`src/rtl/lfbd_pkg.sv`:
```
// ----------------------------------------------------------------------------
// lfbd_pkg
// Shared types and constants for the LZSS flag-byte decoder.
// ----------------------------------------------------------------------------
package lfbd_pkg;

    localparam int WINDOW_DEPTH_DEF = 4096;
    localparam int COUNT_WIDTH_DEF  = 24;

    localparam int CAP_W      = 24;
    localparam int TOTAL_W    = 24;
    localparam int DIST_W     = 12;
    localparam int LEN_W      = 5;
    localparam int QUEUE_DEPTH = 4;

    localparam logic [CAP_W-1:0] CAP_RESET = 24'hFF_FFFF;
    localparam logic [3:0]       LEN_MASK  = 4'hF;
    localparam logic [LEN_W-1:0] LEN_BIAS  = 5'd3;
    localparam logic [3:0]       FLAG_DONE = 4'd8;

    // result kinds
    localparam logic [2:0] KIND_DATA  = 3'd0;
    localparam logic [2:0] KIND_OK    = 3'd1;
    localparam logic [2:0] KIND_CAP   = 3'd2;
    localparam logic [2:0] KIND_DIST  = 3'd3;
    localparam logic [2:0] KIND_TRUNC = 3'd4;

    // data part of a command
    localparam logic [1:0] DT_NONE = 2'd0;
    localparam logic [1:0] DT_LIT  = 2'd1;
    localparam logic [1:0] DT_COPY = 2'd2;

    // register map (byte addresses)
    localparam logic [2:0] ADDR_CAP = 3'd0;

    typedef struct packed {
        logic [1:0]        dtype;
        logic [7:0]        lit;
        logic [DIST_W-1:0] dist_m1;
        logic [LEN_W-1:0]  len;
        logic              has_end;
        logic [2:0]        end_kind;
    } t_cmd;

endpackage

```
`src/rtl/lfbd_queue.sv`:
```
// ----------------------------------------------------------------------------
// lfbd_queue
// Short command FIFO between the parser and the copy engine.
// ----------------------------------------------------------------------------
module lfbd_queue
    import lfbd_pkg::*;
(
    input  logic i_clk,
    input  logic i_rst_n,
    input  logic i_push,
    input  t_cmd i_cmd,
    input  logic i_pop,
    output t_cmd o_cmd,
    output logic o_full,
    output logic o_empty
);

    localparam int QAW = $clog2(QUEUE_DEPTH);

    t_cmd           r_mem [QUEUE_DEPTH];
    logic [QAW-1:0] r_wp;
    logic [QAW-1:0] r_rp;
    logic [QAW:0]   r_cnt;

    assign o_full  = (r_cnt == (QAW+1)'(QUEUE_DEPTH));
    assign o_empty = (r_cnt == '0);
    assign o_cmd   = r_mem[r_rp];

    always_ff @(posedge i_clk) begin
        if (i_push) begin
            r_mem[r_wp] <= i_cmd;
        end
    end

    always_ff @(posedge i_clk) begin
        if (!i_rst_n) begin
            r_wp  <= '0;
            r_rp  <= '0;
            r_cnt <= '0;
        end else begin
            if (i_push) begin
                r_wp <= r_wp + QAW'(1);
            end
            if (i_pop) begin
                r_rp <= r_rp + QAW'(1);
            end
            case ({i_push, i_pop})
                2'b10:   r_cnt <= r_cnt + (QAW+1)'(1);
                2'b01:   r_cnt <= r_cnt - (QAW+1)'(1);
                default: r_cnt <= r_cnt;
            endcase
        end
    end

endmodule

```
`config.mk`:
```
export PLATFORM = sky130hd
export DESIGN_NAME = lfbd_queue
export DESIGN_NICKNAME = d
export VERILOG_FILES = /design/src/rtl/lfbd_pkg.sv /design/src/rtl/lfbd_queue.sv
export SDC_FILE = /design/constraint.sdc
export NUM_CORES = 1
export LEC_CHECK = 0
export BUFFER_PORTS_ARGS = -buffer_cell sky130_fd_sc_hd__buf_2
export CAP_MARGIN = 40
export CORE_ASPECT_RATIO = 0.75
export CORE_MARGIN = 2
export CORE_UTILIZATION = 56
export DETAILED_ROUTE_END_ITERATION = 6
export HOLD_SLACK_MARGIN = 0.08
export PLACE_DENSITY = 0.83
export SETUP_SLACK_MARGIN = 0.5
export SLEW_MARGIN = 10
export SYNTH_ARGS = -nofsm -noshare
export SYNTH_HDL_FRONTEND = slang
export SYNTH_SLANG_ARGS = --single-unit
```
`constraint.sdc`:
```
create_clock -name i_clk -period 2.1 [get_ports i_clk]
set_input_delay 0.21 -clock i_clk [delete_from_list [all_inputs] [get_ports i_clk]]
set_output_delay 0.21 -clock i_clk [all_outputs]
set_load 0.01 [all_outputs]
```
# Word level (Yosys, flattened, before mapping)
# Memories as Yosys holds them, arrays and structs flattened. A register that Yosys moved wholly into a read port is not among the register bits.
# Index checks and enable logic that the tools add are counted.
[word_totals] inputBits=35 ram_bits=124 ff_bits=7 wordCells=18 out_inout_bits=33 mem_count=1
[op_classes] reduce_logical=2 n_mux=5 add_sub_neg=4 n_eq_ne=3
[mem_list] memory="r_mem" depth=4 width=31 read_ports=1 rd_ports_with_merged_regs=1 wr=1 line="lfbd_queue.sv:20" source="t_cmd r_mem [QUEUE_DEPTH];"
[ops] op="one-hot mux 3 bit (2 select lines)" n=1
[ops] op="adder 2 x 1 -> 2 bit (second input constant)" n=2
[ops] op="two-way mux 2 bit" n=2
[ops] op="adder 3 x 1 -> 3 bit (second input constant)" n=1
[ops] op="equality test 3 bit (second input constant)" n=1
[ops] op="zero test 3 bit" n=1
[ops] op="subtractor 3 x 1 -> 3 bit (second input constant)" n=1
[ops] op="equality test 2 x 1 -> 1 bit (second input constant)" n=1
[ops] op="equality test 2 bit (second input constant)" n=1
[ops] op="two-way mux 1 bit" n=2
[ops] op="nonzero test 2 bit" n=1

# Depth between registers and ports, before layout
[depth] word_depth=3 ltp_mapped=7 ltp_nobuf=7

# Worst setup path before layout
# No wires, ideal clock.
[synth_timing] kind="register to register" startpoint="reg r_wp[0]" endpoint="mem r_mem[2][0] (netlist name) (enable)" stages_incl_launch_ff=4 synth_period_minus_slack_ns=1.699 slack_ns=0.401 t_arrival_ns=1.308 setup_time_ns=0.391 path_buffers=0 cell_sequence="dfxtp_1 inv_1 ha_1 and2_1"
[synth_lines] element="start: declaration" line="lfbd_queue.sv:21" source="logic [QAW-1:0] r_wp;"
[synth_lines] element="start signal: assignment" line="lfbd_queue.sv:42" source="r_wp <= r_wp + QAW'(1);"
[synth_lines] element="end: declaration" line="lfbd_queue.sv:20"
# Straight into the memory's write port.

==> impl_metrics.yaml <==
setup_path:
  slowest_stage: "mux4_2"
  start_kind: "flip-flop"
  path_max_fanout: 6
  slowest_delay_ns: 0.52
  worstPathRequired_ns: 1.89
  path_depth: 4
  crit_buf_inv: 3
  ff2ff_path_depth: 3
  reg2reg_setup_slack_ns: 0.60
  critPathKind: "flip-flop to primary output"
  path_cells: "buf_12 -> buf_16 -> mux4_2 -> buf_6"
  rr_startpoint: "r_wp[0]"
  r2r_end: "r_mem[1][29]"
  cp_top_family: "multiplexers"
  critPathArrivalTime_ns: 1.76
  crit_path_end_kind: "primary output"
layout:
  fin_cells: 455
  final_core_util_pct: 77.2
  nets: 375
  diodes: 0
  final_area_um2: 6550
  drive_above_1_share_pct: 42.1
  fillers: 472
  area_growth_pct: 33.1
cts:
  cts_htree_levels: 4
  cts_buffer_depth: 2
  cts_tree: "yes"
  clockRootBuffer: "clkbuf_16"
  path_clk_slew_ns: 0.05
  cts_made_buffers: 17
  clk_latency_ns: 0.41
  cts_sinks: 133
min_path:
  hold_path.class: "input port to flip-flop"
  whs_endpoint: "r_cnt[1]"
  whs_path_depth: 2
  min-delay-start: "i_rst_n"
yosys:
  netlist.area_leader.share_pct: 75.6
  synth_common_cells: "124 x edfxtp_1, 30 x mux4_2, 10 x and2_1"
  syn-instance-count: 207
  syn-cell-area_um2: 4920
  yosysUniqueCellTypes: 20
  synth.most_common_cell: "edfxtp_1"
  synth_area_leader_cell: "edfxtp_1"
  synth_edf_count: 124
  synthArstFlopShare_pct: 0
  ys_warn_count: 0
  synth_fp_nets: 248
  avgSynthCellArea_um2: 23.8
  synth_seq_cells: 133
  ys_top_cells_by_area: "edfxtp_1 76%, mux4_2 14%, dfxtp_1 3.7%"
  synthFlopType: "edfxtp_1"
  ys_seq_area_share_pct: 79.3
drt:
  viasPerCell: 5.57
  wl_per_cell_um: 21.5
  antenna_left: 0
  dr.first_iter.drc_count: 130
  drtPass1Iterations: 5
  vias: 2533
  wl_um: 9800
  drc_errors: 0
global_routing:
  grt_pass1_wl_um: 15500
  track_usage_pct: 22.9
  met2_usage_pct: 37.5
  grtUsageMet1_pct: 28.7
  top_usage_layer: "met2"
  grt_pass1_vias: 2766
  grt_max_degree: 32
  grt_use_met3_pct: 7.50
  globalRoute.totalOverflow: 0
  antenna_found_initial: 0
sta:
  worst_pin_slew_ns: 0.468
  maxSlewViolCount: 0
  finalCritPeriodShare_pct: 93.7
  relSlewSlack_pct: 68.8
  final.min_clock_period_ns: 1.97
  fin_hold_ws_ns: 0.106
  grt_setup_unrepaired: "yes"
  fin_setup_tns_ns: 0
  fmax_ghz: 0.508
  hold_viol_final: 0
  finalSetupViolCount: 0
  skew_ns: 0.00630
  setup_slack_ns: 0.133
pwr:
  ir_drop_mv: 0.905
  p_leak_nw: 2.33
  p_total_mw: 6.70
  power.density_nw_per_um2: 1020
place:
  dp.cells: 383
  dp_slack_ns: 0.355
  dp_hpwl_um: 5110
  dpl-instance-area_um2: 5470
  gp_congestion: 0.714
  port_buffers: 67
floorplan:
  die_w_um: 112
  die_h_um: 85.2
  core_area_um2: 8490
  initial_utilization_pct: 58.0
  rows: 29
  io_pins: 68
  die-area_um2: 9570
job:
  max-cap-violations: 0
outcome:
  status: "finished, final reports clean"
report_power, final:
group	internal (mW)	switching (mW)
clock network	1.83	1.03
registers	3.04	0.0472
logic	0.402	0.343
total	5.28	1.42
worst reg2reg max path, delay by kind of cell (launching register included):
family | cells | cell delay (ns)
simple gates | 1 | 0.36
fa+ha+maj | 1 | 0.17
buf+inv | 1 | 0.27
flops | 1 | 0.41
kinds of logic after synthesis:
group / after synthesis / synth area share (%)
xor+xnor: 5 / 0.889
buf+inv: 12 / 1.45
fa+ha+maj: 6 / 1.68
compound gates: 3 / 0.356
mux: 32 / 14.5
simple gates: 16 / 1.91
flops: 133 / 79.3
sequential cells by signal, indices dropped and copies added, names as in the netlist, named ones only:
| signal | cells |
|---|---|
| r_cnt | 3 |
| r_mem | 124 |
| r_rp | 2 |
| r_wp | 2 |
cell usage in the layout (no fill, tap or decap):
cell type	count
edfxtp_1	124
buf_2	57
dlygate4sd3_1	31
mux4_2	30
clkbuf_16	17
buf_6	13
inv_1	6
and2_1	6
buf_12	6
dfxtp_1	6
ha_1	5
clkinv_1	5
buf_4	5
and2_2	3
xor2_1	3
bufinv_16	3
clkinv_2	3
xnor2_1	2
nand2_1	2
o21ai_0	2
dfxtp_2	2
clkinvlp_4	2
clkbuf_1	2
buf_16	2
and2_4	1
nor3_1	1
mux4_1	1
and3_1	1
mux2i_1	1
nor2b_1	1
or3_1	1
a21boi_1	1
fa_2	1
dfxtp_4	1
metal layers:
layer / vias up / part of all wire (%)
li1: 1117 / -
met1: 1315 / 41
met2: 82 / 51
met3: 19 / 5.8
met4: 0 / 1.7
met5: - / 0
cell type report:
type	count	area [um2]	share of cell area, %
flip-flops and latches	133	3910	59.7
multi-input cells	62	958	14.6
repair buffers	114	955	14.6
clock buffers	19	433	6.61
clock inverters	13	139	2.12
well taps	108	135	2.06
inverters	6	22.5	0.344
what timing repair did:
action | in CTS | in global routing
endpoints found under the hold margin | 124 | 0
gates resized for setup | 10 | 11
setup buffers | 6 | 1
hold buffers | 31 | 0
setup endpoints to repair | 63 | 32
cloned | 2 | 0
worst max path at each step:
stage | from | endpoint
floorplan | r_cnt[0] | r_cnt[2]
global placement | i_push | r_cnt[2]
detailed placement | i_push | r_cnt[2]
CTS | flip-flop | o_cmd[30]
global route | flip-flop | o_cmd[0]
finish | flip-flop | o_cmd[0]
Power figures use the tool's default switching activity.
