File: config.mk
export PLATFORM = sky130hd
export DESIGN_NAME = lfbd_front_flat
export DESIGN_NICKNAME = d
export VERILOG_FILES = /design/src/rtl/lfbd_pkg.sv /design/src/rtl/lfbd_if.sv /design/src/rtl/lfbd_front.sv /design/src/flat_wrapper.sv
export SDC_FILE = /design/constraint.sdc
export NUM_CORES = 1
export LEC_CHECK = 0
export ABC_AREA = 1
export BUFFER_PORTS_ARGS = -buffer_cell sky130_fd_sc_hd__buf_2
export CORE_MARGIN = 2
export CORE_UTILIZATION = 40
export DETAILED_ROUTE_END_ITERATION = 16
export GPL_TIMING_DRIVEN = 0
export PLACE_DENSITY_LB_ADDON = 0.1
export SLEW_MARGIN = 15
export SYNTH_ARGS = -nofsm -noshare
export SYNTH_HDL_FRONTEND = slang
export SYNTH_SLANG_ARGS = --single-unit
export TNS_END_PERCENT = 50
File: constraint.sdc
create_clock -name i_clk -period 5.25 [get_ports i_clk]
set_clock_uncertainty 0.15 [all_clocks]
set_input_delay 0.525 -clock i_clk [delete_from_list [all_inputs] [get_ports i_clk]]
set_output_delay 0.525 -clock i_clk [all_outputs]
set_load 0.005 [all_outputs]
File: src/rtl/lfbd_pkg.sv
// ----------------------------------------------------------------------------
// lfbd_pkg
// Shared types and constants for the LZSS flag-byte decoder.
// ----------------------------------------------------------------------------
package lfbd_pkg;

    localparam int WINDOW_DEPTH_DEF = 4096;
    localparam int COUNT_WIDTH_DEF  = 24;

    localparam int CAP_W      = 24;
    localparam int TOTAL_W    = 24;
    localparam int DIST_W     = 12;
    localparam int LEN_W      = 5;
    localparam int QUEUE_DEPTH = 4;

    localparam logic [CAP_W-1:0] CAP_RESET = 24'hFF_FFFF;
    localparam logic [3:0]       LEN_MASK  = 4'hF;
    localparam logic [LEN_W-1:0] LEN_BIAS  = 5'd3;
    localparam logic [3:0]       FLAG_DONE = 4'd8;

    // result kinds
    localparam logic [2:0] KIND_DATA  = 3'd0;
    localparam logic [2:0] KIND_OK    = 3'd1;
    localparam logic [2:0] KIND_CAP   = 3'd2;
    localparam logic [2:0] KIND_DIST  = 3'd3;
    localparam logic [2:0] KIND_TRUNC = 3'd4;

    // data part of a command
    localparam logic [1:0] DT_NONE = 2'd0;
    localparam logic [1:0] DT_LIT  = 2'd1;
    localparam logic [1:0] DT_COPY = 2'd2;

    // register map (byte addresses)
    localparam logic [2:0] ADDR_CAP = 3'd0;

    typedef struct packed {
        logic [1:0]        dtype;
        logic [7:0]        lit;
        logic [DIST_W-1:0] dist_m1;
        logic [LEN_W-1:0]  len;
        logic              has_end;
        logic [2:0]        end_kind;
    } t_cmd;

endpackage

File: src/rtl/lfbd_if.sv
// ----------------------------------------------------------------------------
// lfbd_in_if / lfbd_out_if
// Valid/ready channels for compressed input bytes and decoded results.
// ----------------------------------------------------------------------------
interface lfbd_in_if;
    logic       valid;
    logic       ready;
    logic [7:0] in_byte;
    logic       stream_last;

    modport source (output valid, output in_byte, output stream_last, input ready);
    modport sink   (input valid, input in_byte, input stream_last, output ready);
endinterface


File: src/rtl/lfbd_front.sv
// ----------------------------------------------------------------------------
// lfbd_front
// Parses flag bytes, literals and tokens, checks capacity and distance, and
// turns each input byte into at most one command for the copy engine.
// ----------------------------------------------------------------------------
module lfbd_front
    import lfbd_pkg::*;
#(
    parameter int COUNT_WIDTH = COUNT_WIDTH_DEF
) (
    input  logic             i_clk,
    input  logic             i_rst_n,
    lfbd_in_if.sink          i_in,
    input  logic [CAP_W-1:0] i_cap,
    input  logic             i_full,
    output logic             o_push,
    output t_cmd             o_cmd
);

    localparam int XW = ((COUNT_WIDTH > CAP_W) ? COUNT_WIDTH : CAP_W) + 1;

    logic [COUNT_WIDTH-1:0] r_cnt, n_cnt;
    logic [7:0]             r_fbits, n_fbits;
    logic [3:0]             r_fidx, n_fidx;
    logic [7:0]             r_tlow, n_tlow;
    logic                   r_await, n_await;
    logic                   r_halted, n_halted;
    logic [2:0]             r_skind, n_skind;

    logic             accept;
    logic [XW-1:0]    cnt_x;
    logic [XW-1:0]    cap_x;
    logic [XW-1:0]    avail;
    logic [DIST_W:0]  tok_dist;
    logic [LEN_W-1:0] tok_len;
    logic [LEN_W-1:0] copy_n;
    t_cmd             cmd;

    assign i_in.ready = !i_full;
    assign accept     = i_in.valid && !i_full;

    assign cnt_x    = XW'(r_cnt);
    assign cap_x    = XW'(i_cap);
    assign avail    = cap_x - cnt_x;
    assign tok_dist = {1'b0, i_in.in_byte, r_tlow[7:4]} + (DIST_W+1)'(1);
    assign tok_len  = {1'b0, r_tlow[3:0] & LEN_MASK} + LEN_BIAS;
    assign copy_n   = (avail < XW'(tok_len)) ? avail[LEN_W-1:0] : tok_len;

    always_comb begin
        n_cnt    = r_cnt;
        n_fbits  = r_fbits;
        n_fidx   = r_fidx;
        n_tlow   = r_tlow;
        n_await  = r_await;
        n_halted = r_halted;
        n_skind  = r_skind;
        cmd          = '0;
        cmd.end_kind = KIND_OK;

        if (accept) begin
            if (!r_halted) begin
                if (r_fidx[3]) begin
                    n_fbits = i_in.in_byte;
                    n_fidx  = 4'd0;
                end else if (r_fbits[r_fidx[2:0]]) begin
                    n_fidx = r_fidx + 4'd1;
                    if (cnt_x >= cap_x) begin
                        n_halted = 1'b1;
                        n_skind  = KIND_CAP;
                    end else begin
                        cmd.dtype = DT_LIT;
                        cmd.lit   = i_in.in_byte;
                        n_cnt     = r_cnt + COUNT_WIDTH'(1);
                    end
                end else if (!r_await) begin
                    n_tlow  = i_in.in_byte;
                    n_await = 1'b1;
                    if (i_in.stream_last) begin
                        n_halted = 1'b1;
                        n_skind  = KIND_TRUNC;
                    end
                end else begin
                    n_await = 1'b0;
                    n_fidx  = r_fidx + 4'd1;
                    if (XW'(tok_dist) > cnt_x) begin
                        n_halted = 1'b1;
                        n_skind  = KIND_DIST;
                    end else begin
                        // clip the copy at capacity; part of it may still go out
                        if (cnt_x >= cap_x || copy_n != tok_len) begin
                            n_halted = 1'b1;
                            n_skind  = KIND_CAP;
                        end
                        if (cnt_x < cap_x) begin
                            cmd.dtype   = DT_COPY;
                            cmd.dist_m1 = {i_in.in_byte, r_tlow[7:4]};
                            cmd.len     = copy_n;
                            n_cnt       = r_cnt + COUNT_WIDTH'(copy_n);
                        end
                    end
                end
            end

            if (i_in.stream_last) begin
                cmd.has_end  = 1'b1;
                cmd.end_kind = n_halted ? n_skind : KIND_OK;
                n_cnt    = '0;
                n_fbits  = '0;
                n_fidx   = FLAG_DONE;
                n_tlow   = '0;
                n_await  = 1'b0;
                n_halted = 1'b0;
                n_skind  = KIND_OK;
            end
        end
    end

    assign o_push = accept && (cmd.dtype != DT_NONE || cmd.has_end);
    assign o_cmd  = cmd;

    always_ff @(posedge i_clk) begin
        if (!i_rst_n) begin
            r_cnt    <= '0;
            r_fbits  <= '0;
            r_fidx   <= FLAG_DONE;
            r_tlow   <= '0;
            r_await  <= 1'b0;
            r_halted <= 1'b0;
            r_skind  <= KIND_OK;
        end else begin
            r_cnt    <= n_cnt;
            r_fbits  <= n_fbits;
            r_fidx   <= n_fidx;
            r_tlow   <= n_tlow;
            r_await  <= n_await;
            r_halted <= n_halted;
            r_skind  <= n_skind;
        end
    end

endmodule

File: src/flat_wrapper.sv
// flat-port wrapper written by rule: the top's interface ports become plain ports
module lfbd_front_flat import lfbd_pkg::*;
#(
    parameter int COUNT_WIDTH = COUNT_WIDTH_DEF
)
  (i_clk, i_rst_n, i_cap, i_full, o_push, o_cmd, i_in_valid, i_in_in_byte, i_in_stream_last, i_in_ready);
  lfbd_in_if i_in_i ();
  input  logic i_clk;
  input  logic i_rst_n;
  input  logic [CAP_W-1:0] i_cap;
  input  logic i_full;
  output logic o_push;
  output t_cmd o_cmd;
  input wire logic [$bits(i_in_i.valid)-1:0] i_in_valid;
  input wire logic [$bits(i_in_i.in_byte)-1:0] i_in_in_byte;
  input wire logic [$bits(i_in_i.stream_last)-1:0] i_in_stream_last;
  output wire logic [$bits(i_in_i.ready)-1:0] i_in_ready;
  assign i_in_i.valid = i_in_valid;
  assign i_in_i.in_byte = i_in_in_byte;
  assign i_in_i.stream_last = i_in_stream_last;
  assign i_in_ready = i_in_i.ready;
  lfbd_front #(.COUNT_WIDTH(COUNT_WIDTH)) u_core (.i_clk(i_clk), .i_rst_n(i_rst_n), .i_in(i_in_i), .i_cap(i_cap), .i_full(i_full), .o_push(o_push), .o_cmd(o_cmd));
endmodule
== After elaboration in Yosys (flattened, before gate mapping) ==
Index checks and enable logic that the tools add are counted.
Word-level totals
  bits in registers: 49
  bits of input ports: 37
  output and inout port bits: 33
Operators by class
  $add $sub $neg: 6
  $lt $le $gt $ge: 5
  equality and inequality tests: 7
  muxes and demuxes: 63
  reductions and logical operators: 16
Operator list (count)
  24-bit two-way mux: 8
  8-bit two-way mux: 9
  17-bit two-way mux: 4
  27-bit two-way mux: 2
  31-bit two-way mux: 1
  3-bit two-way mux: 10
  25-bit by 5-bit < comparator with 1-bit output: 1
  24-bit by 24-bit subtractor with 25-bit output: 1
  24-bit by 1-bit adder with 24-bit output (second input constant): 1
  24-bit by 5-bit adder with 24-bit output: 1
  24-bit greater-or-equal comparator: 1
  13-bit by 24-bit greater-than comparator with 1-bit output: 1
  24-bit < comparator: 1
  4-bit two-way mux: 6
  1-bit two-way mux: 16
  12-bit by 1-bit adder with 13-bit output (second input constant): 1
  9-bit two-way mux: 1
  2-bit two-way mux: 4
  2-bit inequality test (second input constant): 4
  7-bit AND reduction: 1
  3-bit AND reduction: 2
  3-bit nonzero test: 2
  4-bit by 2-bit adder with 5-bit output (second input constant): 1
  5-bit two-way mux: 1
  other kinds (14): 17

== Logic depth before layout (Yosys ltp) ==
  word-level depth: 18
  mapped depth: 36
  mapped depth without buffers: 36

== Worst setup path before layout ==
No wires, ideal clock.
  kind: input -> register
  from: in i_cap[0]
  to: reg u_core.r_cnt[14]
  data arrival time: 4941 ps
  setup slack: 38 ps
  stages: 33
  path buffers: 0
  path through: inv_1 -> ha_1 -> fa_1 -> inv_1 -> nand2_1 -> nand2_1 -> nand2_1 -> xnor2_1 -> ha_1 -> nand2_1 -> nand3_1 -> nor2_1 -> nand3_1 -> nor2_4 -> nand2_2 -> nand2_1 -> o21ai_0 -> nand2_1 -> ha_1 -> inv_1 -> fa_1 -> o31ai_2 -> nand2_1 -> a21oi_1 -> inv_1 -> nor2_1 -> inv_1 -> nor2_1 -> inv_1 -> nor3_2 -> nand4_1 -> o21ai_0 -> a21oi_1
Between the ends
  cells in the longest elaborated chain, start to end: 11
  elaborated cells on any way between the ends: 16
RTL lines
  from (decl): line flat_wrapper.sv:10  | input logic [CAP_W-1:0] i_cap;
  24-bit by 24-bit subtractor with 25-bit output: line lfbd_front.sv:44  | assign avail = cap_x - cnt_x;
  25-bit by 5-bit < comparator with 1-bit output: line lfbd_front.sv:47  | assign copy_n = (avail < XW'(tok_len)) ? avail[LEN_W-1:0] : tok_len;
  5-bit two-way mux: line lfbd_front.sv:47
  24-bit by 5-bit adder with 24-bit output: line lfbd_front.sv:98  | n_cnt = r_cnt + COUNT_WIDTH'(copy_n);
  24-bit two-way mux: line lfbd_front.sv:94  | if (cnt_x < cap_x) begin
  24-bit two-way mux: line lfbd_front.sv:85  | if (XW'(tok_dist) > cnt_x) begin
  24-bit two-way mux: line lfbd_front.sv:75  | end else if (!r_await) begin
  24-bit two-way mux: line lfbd_front.sv:65  | end else if (r_fbits[r_fidx[2:0]]) begin
  24-bit two-way mux: line lfbd_front.sv:62  | if (r_fidx[3]) begin
  24-bit two-way mux: line lfbd_front.sv:61  | if (!r_halted) begin
  24-bit two-way mux: line lfbd_front.sv:104  | if (i_in.stream_last) begin
  to (signal assigned): line lfbd_front.sv:131  | r_cnt <= n_cnt;
  to (decl): line lfbd_front.sv:22  | logic [COUNT_WIDTH-1:0] r_cnt, n_cnt;
Several ways; a longest one is shown, not always the timed one. The select of a mux whose other input is x is not followed.
A chain may end at the register's enable or synchronous reset.

== Final worst setup path ==
  from: reg u_core.r_cnt[0]
  to: reg u_core.r_cnt[16]
Between the ends
  cells in the longest elaborated chain, start to end: 11
  elaborated cells on any way between the ends: 20
RTL lines (line)
  24-bit by 24-bit subtractor with 25-bit output: lfbd_front.sv:44
  25-bit by 5-bit < comparator with 1-bit output: lfbd_front.sv:47
  5-bit two-way mux: lfbd_front.sv:47
  24-bit by 5-bit adder with 24-bit output: lfbd_front.sv:98
  24-bit two-way mux: lfbd_front.sv:94
  24-bit two-way mux: lfbd_front.sv:85
  24-bit two-way mux: lfbd_front.sv:75
  24-bit two-way mux: lfbd_front.sv:65
  24-bit two-way mux: lfbd_front.sv:62
  24-bit two-way mux: lfbd_front.sv:61
  24-bit two-way mux: lfbd_front.sv:104
Several ways; a longest one is shown, not always the timed one. The select of a mux whose other input is x is not followed.

==> impl_metrics.env <==
export IMPL_hold_viol_final=0
export IMPL_grt_pass1_wl_um=28200
export IMPL_area_delta_synth_final_pct=20.5
export IMPL_htreeDepth=2
export IMPL_status="finished clean"
export IMPL_synth_cell_types=44
export IMPL_pwr_density_cell_nw_per_um2=161
export IMPL_synthesis_area_um2=5740
export IMPL_cp_top_family="simple AND/OR/NAND/NOR gates"
export IMPL_place_congestion=0.901
export IMPL_row_count=43
export IMPL_crit_path_top_delay_cell="sky130_fd_sc_hd__dfxtp_4"
export IMPL_post_place_cells=1229
export IMPL_cpPeakStageDelay_ns=0.37
export IMPL_globalRouteOverflowTotal=0
export IMPL_syn_inst=980
export IMPL_min_from="u_core.r_fbits[6]"
export IMPL_design_core_area_um2=13900
export IMPL_numPortBuffers=69
export IMPL_ys_top_cells_by_area="sky130_fd_sc_hd__dfxtp_1 (17%), sky130_fd_sc_hd__nand2_1 (16%), sky130_fd_sc_hd__ha_1 (11%)"
export IMPL_max_clock_freq_ghz=0.198
export IMPL_cap_violations=0
export IMPL_numCtsBuffers=5
export IMPL_multiInputGateArea_um2=4290
export IMPL_floorplan_initialDensity_pct=41.2
export IMPL_crit_arrival_ns=5.13
export IMPL_rsz0062_at_grt="yes"
export IMPL_postSynthRegisterBits=49
export IMPL_finalCritPeriodShare_pct=96.2
export IMPL_worst_setup_path_start="u_core.r_cnt[0]"
export IMPL_maxSlewViolCount=0
export IMPL_period_minus_slack_ns=5.05
export IMPL_clk_root_buffer_cell="sky130_fd_sc_hd__clkbuf_16"
export IMPL_vias=6408
export IMPL_report_final_setup_viol=0
export IMPL_seq_area_um2=988
export IMPL_crit_path_max_fanout=6
export IMPL_type_of_element_launching_the_critical_path="flip-flop"
export IMPL_final_cell_count_no_fill=1262
export IMPL_grt_pass1_vias=5720
export IMPL_setup_reg_to_reg_worst_slack_ns=0.20
export IMPL_area_share_of_the_largest_cell_type_after_synthesis_pct=17.1
export IMPL_hold_path_class="reg -> reg"
export IMPL_ports=70
export IMPL_timing_max_slew_rel_slack_pct=59.4
export IMPL_dpl_instance_area_um2=6310
export IMPL_layout_net_count=1169
export IMPL_drive_above_1_share_pct=19.7
export IMPL_rr_worst_depth=34
export IMPL_power_static_leakage_nw=3.29
export IMPL_clkSlewWorstSetupHoldPaths_ns=0.07
export IMPL_worstHoldEndpoint="u_core.r_fbits[6]"
export IMPL_worst_endpoint_required_ns=5.33
export IMPL_synth_edff_count=0
export IMPL_insertion_delay_ns=0.30
export IMPL_n_antenna_cell=0
export IMPL_grt_start_max_net_pins=17
export IMPL_crit_path_end_kind="flip-flop"
export IMPL_cts_tree="done"
export IMPL_place_detailed_hpwl_um=14800
export IMPL_routed_wirelength_um=18200
export IMPL_synth_area_leader_cell="sky130_fd_sc_hd__dfxtp_1"
export IMPL_synth_flop_cell="sky130_fd_sc_hd__dfxtp_1"
export IMPL_clock_sinks=49
export IMPL_max_clock_path_buffers=2
export IMPL_ant_nets=0
export IMPL_detailedRoute_firstPassIterationCount=6
export IMPL_worst_setup_path_type="reg -> reg"
export IMPL_antenna_found_initial=0
export IMPL_max_slew_worst_pin_slew_ns=0.609
export IMPL_share_of_async_settable_or_async_resettable_flops_after_synthesis_pct=0
export IMPL_post_synth_cell_area_avg_um2=5.85
export IMPL_design_power_total_w=0.00111
export IMPL_worstReg2RegEnd="u_core.r_cnt[16]"
export IMPL_yosysSeqAreaShare_pct=17.1
export IMPL_detail_route_iter0_violations=468
export IMPL_die_x_um=124
export IMPL_min_delay_path_depth=2
export IMPL_grt_total_usage_pct=23.5
export IMPL_finalInstanceArea_um2=6910
export IMPL_floorplan_die_height_um=124
export IMPL_filler_cell_count=1536
export IMPL_synthesis_yosys_warnings=0
export IMPL_r2r_start="u_core.r_cnt[0]"
export IMPL_drt_drc_violations_left=0
export IMPL_synth_net_count=1068
export IMPL_cp_buffers_inverters=5
export IMPL_ir_worst_vdd_v=0.000120
export IMPL_via_per_inst=5.08
export IMPL_routed_len_inst_um=14.5
export IMPL_die_area_um2=15300
## synth_stat cells, types with 9 or more instances
master	instances
sky130_fd_sc_hd__xor2_1	21
sky130_fd_sc_hd__o21ai_0	37
sky130_fd_sc_hd__a21oi_1	66
sky130_fd_sc_hd__nand4_1	27
sky130_fd_sc_hd__inv_1	159
sky130_fd_sc_hd__dfxtp_1	49
sky130_fd_sc_hd__nand2_1	252
sky130_fd_sc_hd__nand3_1	52
sky130_fd_sc_hd__nor2_1	129
sky130_fd_sc_hd__ha_1	49
sky130_fd_sc_hd__nor4_1	11
sky130_fd_sc_hd__nor3_1	23
sky130_fd_sc_hd__nand2_2	14
sky130_fd_sc_hd__inv_2	10
sky130_fd_sc_hd__nor2_2	9
## where the power goes
part / leakage [nW] / total (W) / internal [W] / switching (W)
clock network: 0.0842 / 0.000387 / 0.000226 / 0.000161
registers: 0.399 / 0.000387 / 0.000380 / 0.00000681
logic: 2.81 / 0.000339 / 0.000126 / 0.000213
## sequential cells by signal (all words and copies together) (netlist names)
name             count
u_core.r_await       1
u_core.r_cnt        24
u_core.r_fidx        4
u_core.r_halted      1
u_core.r_fbits       8
u_core.r_skind       3
u_core.r_tlow        8
## how the worst max path moves through the flow
stage / to / slack, ns / depth (start not counted)
after global routing: u_core.r_cnt[16] / -0.04 / 34
after floorplan: u_core.r_cnt[14] / 0.04 / 33
after detailed placement: u_core.r_cnt[14] / -1.21 / 34
final: u_core.r_cnt[16] / 0.20 / 34
after CTS: u_core.r_cnt[14] / 0.003 / 31
after global placement: u_core.r_cnt[14] / -1.18 / 34
## final cells by class
| cell class | count | share of cell area (%) |
|---|---|---|
| Inverter | 174 | 9.54 |
| Timing Repair Buffer | 94 | 7.68 |
| Tap cell | 180 | 3.26 |
| Sequential cell | 49 | 14.3 |
| Buffer | 9 | 0.688 |
| Clock buffer | 5 | 1.81 |
| Clock inverter | 3 | 0.634 |
| Multi-Input combinational cell | 748 | 62.1 |
## layer usage
metal,vias up,track usage [%],wire [µm]
li1,3362,-,-
met1,2879,31.7,8720
met2,149,40.5,8460
met3,18,2.15,800
met4,0,5.68,265
met5,-,0,0
## cells by family after synthesis
kind of cell,Yosys count,synth area share (%)
AND/OR/NAND/NOR,538,42.2
buffers and inverters,183,12.2
AO/OA/AOI/OAI,133,13.2
adder cells (fa/ha/maj),51,11.4
flip-flops,49,17.1
XOR/XNOR,26,3.97
## tightest hold or removal path, cell delays in order (launching register included)
cell and delay (ns):
sky130_fd_sc_hd__dfxtp_1 0.30, sky130_fd_sc_hd__inv_1 0.07, sky130_fd_sc_hd__a21oi_1 0.06
## through the flow
step / worst slack, ns / utilization [%] / hold WS (ns) / TNS (ns)
floorplan: 0.0384 / - / 0.279 / 0
global placement: -1.18 / 45.3 / 0.310 / -7.78
detailed placement: -1.21 / 45.3 / 0.314 / -7.78
CTS: 0.00298 / 47.1 / 0.324 / 0
global route: -0.0402 / 49.6 / 0.346 / -0.0656
finish: 0.201 / 49.6 / 0.317 / 0
## cells in the final DEF (no fill, tap or decap), types with 8 or more instances in the layout
cell,n
sky130_fd_sc_hd__ha_4,8
sky130_fd_sc_hd__o21ai_0,32
sky130_fd_sc_hd__dfxtp_1,45
sky130_fd_sc_hd__inv_1,148
sky130_fd_sc_hd__nand3_1,51
sky130_fd_sc_hd__nor2_2,13
sky130_fd_sc_hd__a21oi_1,63
sky130_fd_sc_hd__buf_2,71
sky130_fd_sc_hd__buf_4,25
sky130_fd_sc_hd__xor2_1,20
sky130_fd_sc_hd__ha_1,38
sky130_fd_sc_hd__nor2_1,125
sky130_fd_sc_hd__inv_2,20
sky130_fd_sc_hd__nor3_1,23
sky130_fd_sc_hd__nor4_1,11
sky130_fd_sc_hd__nand2_1,246
sky130_fd_sc_hd__nand4_1,27
sky130_fd_sc_hd__nand2_2,17
## what timing repair did
action	CTS	global route
gates cloned	0	0
endpoints found under the hold margin	0	0
hold buffers	0	0
resized for setup	16	54
pin swaps	8	26
buffers inserted	5	20
endpoints found under the setup margin	9	10
Power figures use the tool's default switching activity.
